## config.mk

```make
export PLATFORM = sky130hd
export DESIGN_NAME = telnet_rx_command_filter
export DESIGN_NICKNAME = d
export VERILOG_FILES = /design/src/tcf_pkg.sv /design/src/tcf_parser.sv /design/src/tcf_emitter.sv /design/src/telnet_rx_command_filter.sv
export SDC_FILE = /design/constraint.sdc
export NUM_CORES = 1
export LEC_CHECK = 0
export BUFFER_PORTS_ARGS = -buffer_cell sky130_fd_sc_hd__buf_4
export CORE_MARGIN = 2
export CORE_UTILIZATION = 25
export DETAILED_ROUTE_END_ITERATION = 10
export PLACE_DENSITY = 0.42
export SYNTH_ARGS = -nofsm -noshare
export SYNTH_HDL_FRONTEND = slang
export SYNTH_SLANG_ARGS = --single-unit
```

## constraint.sdc

```tcl
create_clock -name clk_i -period 2.95 [get_ports clk_i]
set_clock_uncertainty 0.15 [all_clocks]
set_input_delay 0.4425 -clock clk_i [delete_from_list [all_inputs] [get_ports clk_i]]
set_output_delay 0.4425 -clock clk_i [all_outputs]
set_load 0.05 [all_outputs]
```

## src/tcf_pkg.sv

```systemverilog
// ----------------------------------------------------------------------------
// tcf_pkg: shared types and constants for the telnet receive command filter
// Telnet byte codes, option numbers and the reply request that the parser
// hands to the emitter.
// ----------------------------------------------------------------------------
package tcf_pkg;

  localparam logic [7:0] B_IAC  = 8'hff;
  localparam logic [7:0] B_DONT = 8'hfe;
  localparam logic [7:0] B_DO   = 8'hfd;
  localparam logic [7:0] B_WONT = 8'hfc;
  localparam logic [7:0] B_WILL = 8'hfb;
  localparam logic [7:0] B_SB   = 8'hfa;
  localparam logic [7:0] B_AYT  = 8'hf6;
  localparam logic [7:0] B_SE   = 8'hf0;
  localparam logic [7:0] B_CR   = 8'h0d;
  localparam logic [7:0] B_LF   = 8'h0a;
  localparam logic [7:0] B_NUL  = 8'h00;

  localparam logic [7:0] OPT_BINARY = 8'h00;
  localparam logic [7:0] OPT_ECHO   = 8'h01;
  localparam logic [7:0] OPT_SGA    = 8'h03;

  // Longest burst one received byte can cause.
  localparam int unsigned MaxBurst = 9;
  localparam int unsigned BurstW   = $clog2(MaxBurst + 1);

  typedef enum logic [1:0] {
    MODE_DATA,   // one byte to the terminal
    MODE_AYT,    // "\r\n[Yes]\r\n" to the network
    MODE_REPLY   // option reply and/or announcement to the network
  } mode_e;

  // Burst request from parser to emitter.
  typedef struct packed {
    logic       vld;
    mode_e      mode;
    logic       has_cmd;  // three-byte IAC verb option reply
    logic       has_ann;  // IAC WILL BINARY, IAC WILL ECHO
    logic [7:0] data;     // data byte or option code
    logic [7:0] verb;
  } burst_t;

endpackage

```

## src/tcf_parser.sv

```systemverilog
// ----------------------------------------------------------------------------
// tcf_parser: telnet command parser
// Tracks the command state and the one-time announcement flag, and turns
// each received byte into a burst request for the emitter.
// ----------------------------------------------------------------------------
module tcf_parser (
  input  logic            clk_i,
  input  logic            rst_ni,
  input  logic            accept_i,
  input  logic [7:0]      rx_byte_i,
  output tcf_pkg::burst_t burst_o
);
  import tcf_pkg::*;

  localparam logic [3:0] ST_DATA = 4'd0;
  localparam logic [3:0] ST_IAC  = 4'd1;
  localparam logic [3:0] ST_CR   = 4'd2;
  localparam logic [3:0] ST_SB   = 4'd3;
  localparam logic [3:0] ST_SE   = 4'd4;
  localparam logic [3:0] ST_WILL = 4'd5;
  localparam logic [3:0] ST_WONT = 4'd6;
  localparam logic [3:0] ST_DO   = 4'd7;
  localparam logic [3:0] ST_DONT = 4'd8;

  logic [3:0] state_q, state_d;
  logic       announced_q, announced_d;
  logic       supported;
  logic       plain_data;
  burst_t     burst;

  always_comb begin
    supported   = rx_byte_i inside {OPT_BINARY, OPT_ECHO, OPT_SGA};
    state_d     = state_q;
    announced_d = announced_q;
    plain_data  = 1'b0;
    burst       = '0;
    burst.mode  = MODE_DATA;
    burst.data  = rx_byte_i;
    burst.verb  = B_IAC;

    case (state_q)
      ST_DATA: plain_data = 1'b1;
      ST_CR: begin
        state_d    = ST_DATA;
        plain_data = (rx_byte_i != B_NUL) && (rx_byte_i != B_LF);
      end
      ST_IAC: begin
        state_d = ST_DATA;
        case (rx_byte_i)
          B_SB:   state_d = ST_SB;
          B_WILL: state_d = ST_WILL;
          B_WONT: state_d = ST_WONT;
          B_DO:   state_d = ST_DO;
          B_DONT: state_d = ST_DONT;
          B_AYT: begin
            burst.vld  = 1'b1;
            burst.mode = MODE_AYT;
          end
          B_IAC:  burst.vld = 1'b1;  // escaped 255 to the terminal
          default: ;
        endcase
      end
      ST_SB: begin
        if (rx_byte_i == B_IAC) state_d = ST_SE;
      end
      ST_SE: state_d = (rx_byte_i == B_SE) ? ST_DATA : ST_SB;
      ST_WILL, ST_DO: begin
        state_d       = ST_DATA;
        announced_d   = 1'b1;
        burst.vld     = 1'b1;
        burst.mode    = MODE_REPLY;
        burst.has_cmd = 1'b1;
        burst.has_ann = !announced_q;
        if (state_q == ST_WILL) burst.verb = supported ? B_DO : B_DONT;
        else                    burst.verb = supported ? B_WILL : B_WONT;
      end
      ST_WONT, ST_DONT: begin
        state_d       = ST_DATA;
        announced_d   = 1'b1;
        burst.vld     = !announced_q;
        burst.mode    = MODE_REPLY;
        burst.has_ann = !announced_q;
      end
      default: ;  // unreachable codes: hold state, drop byte
    endcase

    if (plain_data) begin
      if (rx_byte_i == B_IAC) begin
        state_d = ST_IAC;
      end else begin
        state_d   = (rx_byte_i == B_CR) ? ST_CR : ST_DATA;
        burst.vld = 1'b1;
      end
    end
  end

  always_ff @(posedge clk_i or negedge rst_ni) begin
    if (!rst_ni) begin
      state_q     <= ST_DATA;
      announced_q <= 1'b0;
    end else if (accept_i) begin
      state_q     <= state_d;
      announced_q <= announced_d;
    end
  end

  assign burst_o = burst;

endmodule

```

## src/tcf_emitter.sv

```systemverilog
// ----------------------------------------------------------------------------
// tcf_emitter: result sequencer
// Holds one burst request and steps through its bytes, one per accepted
// result, marking the final byte of the burst.
// ----------------------------------------------------------------------------
module tcf_emitter (
  input  logic            clk_i,
  input  logic            rst_ni,
  input  logic            load_i,
  input  tcf_pkg::burst_t burst_i,
  output logic            ready_o,
  output logic            out_valid_o,
  input  logic            out_stall_i,
  output logic [7:0]      out_byte_o,
  output logic            to_network_o,
  output logic            last_o
);
  import tcf_pkg::*;

  localparam logic [7:0] AytReply [MaxBurst] = '{
    8'h0d, 8'h0a, 8'h5b, 8'h59, 8'h65, 8'h73, 8'h5d, 8'h0d, 8'h0a
  };
  localparam logic [BurstW-1:0] CmdLen = BurstW'(3);
  localparam logic [BurstW-1:0] AnnLen = BurstW'(6);

  logic              busy_q;
  logic [BurstW-1:0] idx_q, len_q, len_d;
  mode_e             mode_q;
  logic              has_cmd_q;
  logic [7:0]        data_q, verb_q;
  logic              out_acc, done;
  logic [BurstW-1:0] ann_pos;
  logic [7:0]        byte_sel;

  always_comb begin
    case (burst_i.mode)
      MODE_DATA: len_d = BurstW'(1);
      MODE_AYT:  len_d = BurstW'(MaxBurst);
      default:   len_d = (burst_i.has_cmd ? CmdLen : '0) + (burst_i.has_ann ? AnnLen : '0);
    endcase
  end

  assign out_acc = busy_q && !out_stall_i;
  assign last_o  = (idx_q == len_q - BurstW'(1));
  assign done    = out_acc && last_o;
  assign ready_o = !busy_q || done;

  always_ff @(posedge clk_i or negedge rst_ni) begin
    if (!rst_ni) begin
      busy_q <= 1'b0;
      idx_q  <= '0;
    end else if (load_i) begin
      busy_q <= 1'b1;
      idx_q  <= '0;
    end else if (done) begin
      busy_q <= 1'b0;
    end else if (out_acc) begin
      idx_q <= idx_q + BurstW'(1);
    end
  end

  always_ff @(posedge clk_i) begin
    if (load_i) begin
      mode_q    <= burst_i.mode;
      has_cmd_q <= burst_i.has_cmd;
      data_q    <= burst_i.data;
      verb_q    <= burst_i.verb;
      len_q     <= len_d;
    end
  end

  // Announcement bytes follow the option reply when both are due.
  assign ann_pos = has_cmd_q ? idx_q - CmdLen : idx_q;

  always_comb begin
    byte_sel = B_IAC;
    if (has_cmd_q && idx_q < CmdLen) begin
      case (idx_q)
        BurstW'(1): byte_sel = verb_q;
        BurstW'(2): byte_sel = data_q;
        default:    byte_sel = B_IAC;
      endcase
    end else begin
      case (ann_pos)
        BurstW'(1), BurstW'(4): byte_sel = B_WILL;
        BurstW'(2):             byte_sel = OPT_BINARY;
        BurstW'(5):             byte_sel = OPT_ECHO;
        default:                byte_sel = B_IAC;
      endcase
    end
  end

  always_comb begin
    case (mode_q)
      MODE_DATA: begin
        out_byte_o   = data_q;
        to_network_o = 1'b0;
      end
      MODE_AYT: begin
        out_byte_o   = (idx_q < BurstW'(MaxBurst)) ? AytReply[idx_q] : B_CR;
        to_network_o = 1'b1;
      end
      default: begin
        out_byte_o   = byte_sel;
        to_network_o = 1'b1;
      end
    endcase
  end

  assign out_valid_o = busy_q;

endmodule

```

## src/telnet_rx_command_filter.sv

```systemverilog
// ----------------------------------------------------------------------------
// telnet_rx_command_filter: telnet receive command filter
// Splits received telnet bytes between the terminal and network replies.
// ----------------------------------------------------------------------------
// The first result is registered and appears in the cycle after the byte is accepted.
// Throughput: one byte per cycle while each byte causes at most one result and the
// output is not stalled; a byte that causes a reply burst holds off the next byte
// until the last result is taken, as the single result register steps through the burst.
// Reset: asynchronous, active low; returns to the data state with the option
// announcement still pending and no result held.
module telnet_rx_command_filter (
  input  logic       clk_i,
  input  logic       rst_ni,
  input  logic       in_valid_i,
  output logic       in_stall_o,
  input  logic [7:0] rx_byte_i,
  output logic       out_valid_o,
  input  logic       out_stall_i,
  output logic [7:0] out_byte_o,
  output logic       to_network_o,
  output logic       last_o
);
  import tcf_pkg::*;

  logic   in_acc;
  logic   ready;
  burst_t burst;

  assign in_stall_o = !ready;
  assign in_acc     = in_valid_i && ready;

  tcf_parser u_parser (
    .clk_i     (clk_i),
    .rst_ni    (rst_ni),
    .accept_i  (in_acc),
    .rx_byte_i (rx_byte_i),
    .burst_o   (burst)
  );

  tcf_emitter u_emitter (
    .clk_i        (clk_i),
    .rst_ni       (rst_ni),
    .load_i       (in_acc && burst.vld),
    .burst_i      (burst),
    .ready_o      (ready),
    .out_valid_o  (out_valid_o),
    .out_stall_i  (out_stall_i),
    .out_byte_o   (out_byte_o),
    .to_network_o (to_network_o),
    .last_o       (last_o)
  );

endmodule

```

# Word level (Yosys, flattened, before mapping)

Memory sizes are Yosys's and may differ from the RTL's.
Cells that the tools add are included.

Output and inout bits: 12
Logic and storage cells: 113
Bits of input ports: 12
ROM bits: 128
Memories kept: 1
Register bits: 33

Memories:

| name             | words | width | rd ports | clocked after memory_dff | write ports | RTL line           | text |
|---|---|---|---|---|---|---|---|
| (name not given) | 16    | 8     | 1        | 0                        | 0           | tcf_emitter.sv:100 | `out_byte_o = (idx_q < BurstW'(MaxBurst)) ? AytReply[idx_q] : B_CR;` |

Add/subtract/negate cells: 4
Multiplexer cells: 35
Reductions and logical operators: 29
Magnitude comparators: 3
Bitwise gates (word level): 1
Equality and inequality tests: 31

Operator list:

| kind               | number |
|---|---|
| $eq 8x8->1 const B | 8 |
| $mux 8             | 5 |
| $pmux 8 s2         | 2 |
| $mux 4             | 7 |
| $eq 4x3->1 const B | 6 |
| $pmux 8 s3         | 1 |
| $pmux 4 s5         | 1 |
| $eq 4x2->1 const B | 4 |
| $pmux 4 s4         | 1 |
| $eq 4x1->1 const B | 3 |
| $mux 1             | 9 |
| $pmux 3 s3         | 1 |
| $eq 8x1->1 const B | 1 |
| $eq 8x2->1 const B | 1 |
| $eq 8x4->1 const B | 1 |
| $logic_not 8->1    | 1 |
| $mux 2             | 4 |
| $ne 8x4->1 const B | 1 |
| $pmux 4 s2         | 1 |
| $reduce_bool 8->1  | 1 |
| $reduce_or 2->1    | 4 |
| $logic_and 1x1->1  | 6 |
| $mux 3             | 2 |
| $ge 5x5->1 const B | 1 |
| other kinds (24)   | 31 |

# Logic depth before layout (Yosys ltp)

Gate-level depths: netlist (run 1).

Word-level depth: 9
Depth in mapped cells: 8
Gate-level depth less buffers: 7

# By module

From an unflattened synthesis (run 1), not the netlist that was laid out.

Cell total of the unflattened synthesis: 250
Area, all modules: 2421.1 um^2

By module, submodules not included:

| module                   | cells each | times used | area an instance (um^2) | sequential area each (um^2) |
|---|---|---|---|---|
| tcf_emitter              | 156        | 1          | 1702.9                  | 815.8 |
| tcf_parser               | 91         | 1          | 700.7                   | 125.1 |
| telnet_rx_command_filter | 3          | 1          | 17.5                    | 0.0 |

# Worst setup path after synthesis (run 1)

No wires, ideal clock.

Kind: register to output
Start point: reg u_emitter.idx_q[0]
End point: out out_byte_o[5]
Data required time: 2.358 ns
Arrival: 2.561 ns
Path buffers: 1
Stages on the path, launching flop included: 9
Path slack: -0.204 ns
Cell sequence: dfrtp_1 > buf_6 > inv_1 > ha_1 > nand2b_1 > o22ai_1 > a32o_1 > a211o_2 > a32oi_1

Word-level cells in the longest chain between the ends: 7
Elaborated cells between the ends (all ways): 21
Those cells by class: add/sub (1); order compare (2); eq/ne (6); mux (8); bitwise (1); reduce/logical (2); memory (1)

Ends and longest elaborated chain:

| what                                     | RTL line                       | text |
|---|---|---|
| from (decl)                              | tcf_emitter.sv:27              | `logic [BurstW-1:0] idx_q, len_q, len_d;` |
| from (signal assigned)                   | tcf_emitter.sv:58              | `idx_q <= idx_q + BurstW'(1);` |
| $sub 4x2->4                              | tcf_emitter.sv:73              | `assign ann_pos = has_cmd_q ? idx_q - CmdLen : idx_q;` |
| $mux 4                                   | tcf_emitter.sv:73              |  |
| $eq 4x1->1 or $eq 4x3->1 (tied branches) | tcf_emitter.sv:84              | `case (ann_pos)` |
| $reduce_or 2->1                          | tcf_emitter.sv:84              |  |
| $pmux 8 s3                               | tcf_emitter.sv:84              |  |
| $mux 8                                   | tcf_emitter.sv:77              | `if (has_cmd_q && idx_q < CmdLen) begin` |
| $pmux 8 s2 (*)                           | tcf_emitter.sv:94              | `case (mode_q)` |
| to (decl)                                | telnet_rx_command_filter.sv:19 | `output logic [7:0] out_byte_o,` |

Every way passes the cells marked *; elsewhere a longest branch is shown, timed or not. The select of a mux whose other input is x is not followed.

# Worst setup path in the final report (run 1)

Start point: reg u_emitter.idx_q[1]
End point: out out_byte_o[5]

The elaborated chain is that of the path after synthesis.

==> results.json, run 1 <==
{
  "status": "finished, final reports clean",
  "via_count": 1893,
  "relSlewSlack": 0.610,
  "synthTopCellsByArea": "edfxtp_1 (25%), dfrtp_1 (11%), ha_1 (4.6%), nor2_1 (3.9%), o21ai_0 (3.6%)",
  "synthFlopType": "edfxtp_1",
  "hold_viol_final": 0,
  "synth_nets": 259,
  "fmax_ghz": 0.346,
  "irDropWorstVdd_mv": 0.324,
  "design_area_um2": 2760,
  "mappedNetlistArea_um2": 2190,
  "htreeDepth": 1,
  "cts_tree": "yes",
  "grtUsageTotal": 0.116,
  "crit_type": "reg -> out",
  "clock_latency_ns": 0.27,
  "holdCritPathClass": "in -> reg",
  "antenna_cells": 0,
  "drv_slew": 0,
  "synthCells": 239,
  "post-route-period-util": 0.981,
  "wl_mm": 5.55,
  "worst_slew_pin_slew_ns": 0.581,
  "first_global_vias": 1904,
  "viasPerCell": 4.98,
  "antenna_found_initial": 0,
  "fin_tns_setup_ns": 0,
  "layout.nets": 293,
  "drc": 0,
  "start_kind": "flip-flop",
  "min_period_ns": 2.89,
  "drive_gt1_frac": 0.272,
  "setup_viol": 0,
  "placed_cell_area_um2": 2530,
  "rows": 34,
  "place_congestion": 0.770,
  "synthTopCellsByCount": "nor2_1 (23), edfxtp_1 (18), o21ai_0 (16), nand2_1 (15), inv_1 (13)",
  "die_h_um": 97.7,
  "arrival_ns": 2.30,
  "p_leak_nw": 1.06,
  "postRouteAntennaNets": 0,
  "syn_area_per_cell_um2": 9.18,
  "clkTransAtPathRegs_ns": 0.10,
  "clockBufferDepth": 2,
  "synthToLayoutAreaGrowth_pct": 25.8,
  "final_util": 0.320,
  "synth_largest_area_cell": "edfxtp_1",
  "p_per_area_nw_per_um2": 986,
  "path_max_fanout": 6,
  "cts_made_buffers": 3,
  "synth_cell_types": 69,
  "coreArea_um2": 8640,
  "drv_cap": 0,
  "dp_hpwl_mm": 4.23,
  "drt_iter0_drc": 58,
  "cts_root_buf": "clkbuf_8",
  "die_area_um2": 9540,
  "async_flop_share": 0.357,
  "die_w_um": 97.7,
  "io_buffer_count": 23,
  "wl_per_cell_um": 14.6,
  "first_pass_iters": 4,
  "rsz0062_at_grt": "true",
  "worstPathRequired_ns": 2.36,
  "grt-ovfl-total": 0,
  "synth.yosys.warnings": 0,
  "grt_first_pass_wirelength_mm": 9.11,
  "io_pins": 24,
  "cp-end-kind": "output pin",
  "synth.most_common_cell": "nor2_1",
  "grt_max_degree": 23,
  "initial_core_util": 0.254,
  "synth-seq-area-share": 0.360,
  "synth_top_area_share": 0.246,
  "synth_seq_cells": 28,
  "clkSinkCount": 28,
  "synth_edf_count": 18
}
==> state kept, by name (all words and copies together) (netlist names), 2 cells and up <==
name / cells
u_emitter.len_q: 4
u_parser.state_q: 4
u_emitter.verb_q: 3
u_emitter.data_q: 8
u_emitter.mode_q: 2
u_emitter.idx_q: 4
==> layout by cell type (no fill, tap or decap), types with 3 or more instances in the layout <==
cell type  instances
a31oi_1            5
nor2b_1            5
xnor2_1            7
nor2_1            23
or3_1              3
o21a_1             3
or4_1              3
edfxtp_1          18
a221oi_1           3
buf_6              4
dfrtp_1            9
a211o_1            3
a211oi_1           3
o21ai_0           15
mux2i_1            4
nor3_2             3
o211ai_1           3
ha_1               6
o22ai_1            4
buf_4             37
a21oi_1           11
inv_1             11
nand2_1           15
nand3_1            4
nand2b_1           4
clkbuf_8           3
==> per-stage QoR <==
stage	worst slack (ns)	total power (W)	hold slack, ns	cells
floorplan	-0.204	0.00183	-0.00309	239
global placement	0.305	0.00227	0.143	367
detailed placement	0.235	0.00226	0.149	367
CTS	0.00908	0.00252	0.205	373
global route	-0.0290	0.00294	0.200	380
finish	0.0558	0.00272	0.211	380
==> repair_timing <==
action                                  CTS  global route
setup buffers                             1             7
endpoints found under the hold margin    10             0
pin swaps                                 0             8
endpoints found under the setup margin    6             9
gates resized for setup                   2            20
hold buffers                              1             0
==> worst paths after layout <==
check	start	end	slack, ns	cells past startpoint
max in group asynchronous	rst_ni	u_emitter.idx_q[2]	2.10	2
worst min register to register	u_parser.announced_q	u_parser.announced_q	0.42	1
worst min-delay path	rx_byte_i[4]	u_emitter.data_q[4]	0.21	1
worst max register to register	u_emitter.len_q[0]	u_emitter.verb_q[0]	0.59	7
min in group asynchronous	rst_ni	u_parser.state_q[3]	0.38	2
worst max-delay path	u_emitter.idx_q[1]	out_byte_o[5]	0.06	7
==> cell type report <==
| class | instances | area, µm² |
|---|---|---|
| Multi-Input combinational cell | 183 | 1380 |
| Inverter | 14 | 55.1 |
| Timing Repair Buffer | 43 | 353 |
| Fill cell | 896 | 5880 |
| Sequential cell | 28 | 792 |
| Tap cell | 108 | 135 |
| Clock buffer | 4 | 45.0 |
==> critical path, stage by stage (launching register included) <==
cell and delay (ns):
dfrtp_1 0.42, buf_6 0.15, and2_4 0.14, o31a_1 0.24
a32o_2 0.28, a211o_4 0.38, a32oi_2 0.23, buf_6 0.18
==> logic make-up (layout without fill, tap and decap cells) <==
family	after synthesis	after routing	synth area share
and+or+nand+nor	80	80	0.198
buffers and inverters	28	61	0.0559
DFF	28	28	0.360
AOI/OAI and AO/OA	79	79	0.261
xor gates and xnor gates	12	12	0.0616
muxes	4	4	0.0182
adders and majority gates	8	8	0.0456
==> per-layer routing <==
layer,wire [µm],vias up,global-route usage
met1,2690,906,0.149
met2,2690,18,0.204
met4,89,0,0.0321
li1,-,961,-
met3,79,8,0.0151
met5,0,-,0
==> report_power, final <==
group / total (W) / internal [W] / switching, W / leakage (nW)
registers: 0.000640 / 0.000517 / 0.000123 / 0.279
logic: 0.00186 / 0.000810 / 0.00105 / 0.757
clock network: 0.000218 / 0.0000970 / 0.000121 / 0.0228
total: 0.00272 / 0.00142 / 0.00130 / 1.06
Note: power is estimated with default switching activity, not from simulation.
==> inputs of run 2 (changes only) <==
==> constraint.sdc (replaced) <==
create_clock -name clk_i -period 2.95 [get_ports clk_i]
set_clock_uncertainty 0.15 [all_clocks]
set_input_delay 0.1475 -clock clk_i [delete_from_list [all_inputs] [get_ports clk_i]]
set_output_delay 0.1475 -clock clk_i [all_outputs]
set_load 0.05 [all_outputs]
==> results.json, run 2 (same netlist as run 1, synthesis figures left out) <==
{
  "instances_no_fill": 379,
  "antenna_cells": 0,
  "rows": 34,
  "antenna_found_initial": 0,
  "drc": 0,
  "layout.nets": 292,
  "path_max_fanout": 12,
  "clkSinkCount": 28,
  "grt_first_pass_wirelength_mm": 9.25,
  "viasPerCell": 4.97,
  "cts_made_buffers": 3,
  "io_buffer_count": 23,
  "setup_viol": 0,
  "clockBufferDepth": 2,
  "die_h_um": 97.7,
  "postRouteAntennaNets": 0,
  "grt-ovfl-total": 0,
  "wl_mm": 5.48,
  "final_cell_mix": "buf_4 (33), nor2_1 (23), edfxtp_1 (18)",
  "clock_latency_ns": 0.27,
  "p_leak_nw": 1.04,
  "rsz0062_at_grt": "false",
  "grt_max_degree": 23,
  "nFillCells": 933,
  "drt_iter0_drc": 60,
  "coreArea_um2": 8640,
  "fmax_ghz": 0.373,
  "first_global_vias": 1851,
  "crit_type": "reg -> out",
  "first_pass_iters": 4,
  "clkTransAtPathRegs_ns": 0.09,
  "worstPathRequired_ns": 2.65,
  "post-route-period-util": 0.908,
  "die_w_um": 97.7,
  "fin_tns_setup_ns": 0,
  "reg2reg_from": "u_emitter.idx_q[2]",
  "r2r_setup_slack_ns": 0.52,
  "start_kind": "flip-flop",
  "io_pins": 24,
  "finalPower_w": 0.00254,
  "layout_commonest_cell": "buf_4",
  "status": "finished, final reports clean",
  "grtUsageTotal": 0.117,
  "min_period_ns": 2.68,
  "arrival_ns": 2.38,
  "irDropWorstVdd_mv": 0.344,
  "place_congestion": 0.827,
  "post-place-cells": 363,
  "largest_reg_flops": 8,
  "drv_cap": 0,
  "holdCritPathClass": "in -> reg",
  "relSlewSlack": 0.609,
  "htreeDepth": 1,
  "hold_start": "out_stall_i",
  "fin_ws_ns": 0.271,
  "preCtsSetupSlack_ns": 0.375,
  "wl_per_cell_um": 14.5,
  "p_per_area_nw_per_um2": 952,
  "cts_root_buf": "clkbuf_8",
  "initial_core_util": 0.254,
  "dp_hpwl_mm": 4.16,
  "drv_slew": 0,
  "worst_slew_pin_slew_ns": 0.581,
  "cp-end-kind": "output pin",
  "worstSetupStartpoint": "u_emitter.idx_q[0]",
  "synthToLayoutAreaGrowth_pct": 21.7,
  "cts_tree": "yes",
  "via_count": 1883,
  "die_area_um2": 9540,
  "drive_gt1_frac": 0.203,
  "top_register": "u_emitter.data_q",
  "hold_viol_final": 0
}
[run 2: changes by cell type in the layout (fill, tap and decap cells not counted), sizes merged]
cell,previous run,this run
clkbuf,4,3
bufinv,0,1
dlygate4sd3,1,9
buf,42,33
[run 2: what timing repair did]
action | 4_1_cts | 5_1_grt
gates resized for setup | 0 | 1
hold buffers | 9 | 0
hold endpoints to repair | 18 | 0
endpoints found under the setup margin | 0 | 7
buffers inserted | 0 | 3
[run 2: layout make-up]
cell class	instances	area, µm²	share of cell area
flip-flops and latches	28	792	0.297
well taps	108	135	0.0506
repair buffers	42	338	0.127
clock buffers	3	41.3	0.0155
inverters	14	52.6	0.0197
multi-input cells	183	1280	0.480
clock inverters	1	30.0	0.0112
[run 2: final timing paths]
path	to	cells past startpoint
setup / recovery	out_byte_o[5]	8
hold / removal	u_emitter.out_valid_o	3
setup reg to reg	u_emitter.has_cmd_q	5
hold reg to reg	u_parser.announced_q	1
max in group asynchronous	u_emitter.idx_q[1]	2
min in group asynchronous	u_parser.state_q[1]	2
[run 2: critical path, cell delays in order, from the launching register on]
cell      delay [ns]
dfrtp_1         0.38
buf_4           0.18
ha_1            0.29
xor2_1          0.25
nand4_1         0.14
a211oi_2        0.32
a211o_2         0.22
a32oi_1         0.11
buf_4           0.22
[run 2: per-stage QoR]
step / hold slack [ns] / cell area, µm² / utilization
finish: 0.0468 / 2670 / 0.309
global route: 0.0887 / 2670 / 0.309
CTS: 0.0413 / 2650 / 0.306
detailed placement: -0.153 / 2480 / 0.288
global placement: -0.153 / 2480 / 0.288
floorplan: -0.298 / 2190 / -
[run 2: layer usage]
| metal | wire (µm) | part of all wire | track usage |
|---|---|---|---|
| met1 | 2730 | 0.50 | 0.163 |
| met2 | 2610 | 0.48 | 0.196 |
| met3 | 92 | 0.017 | 0.0151 |
| met4 | 47 | 0.0086 | 0.0214 |
| met5 | 0 | 0 | 0 |
[run 2: report_power, final]
group          leakage, nW  internal [W]  switching [W]
sequential           0.279      0.000517       0.000123
clock               0.0357      0.000182       0.000118
combinational        0.726      0.000641       0.000960
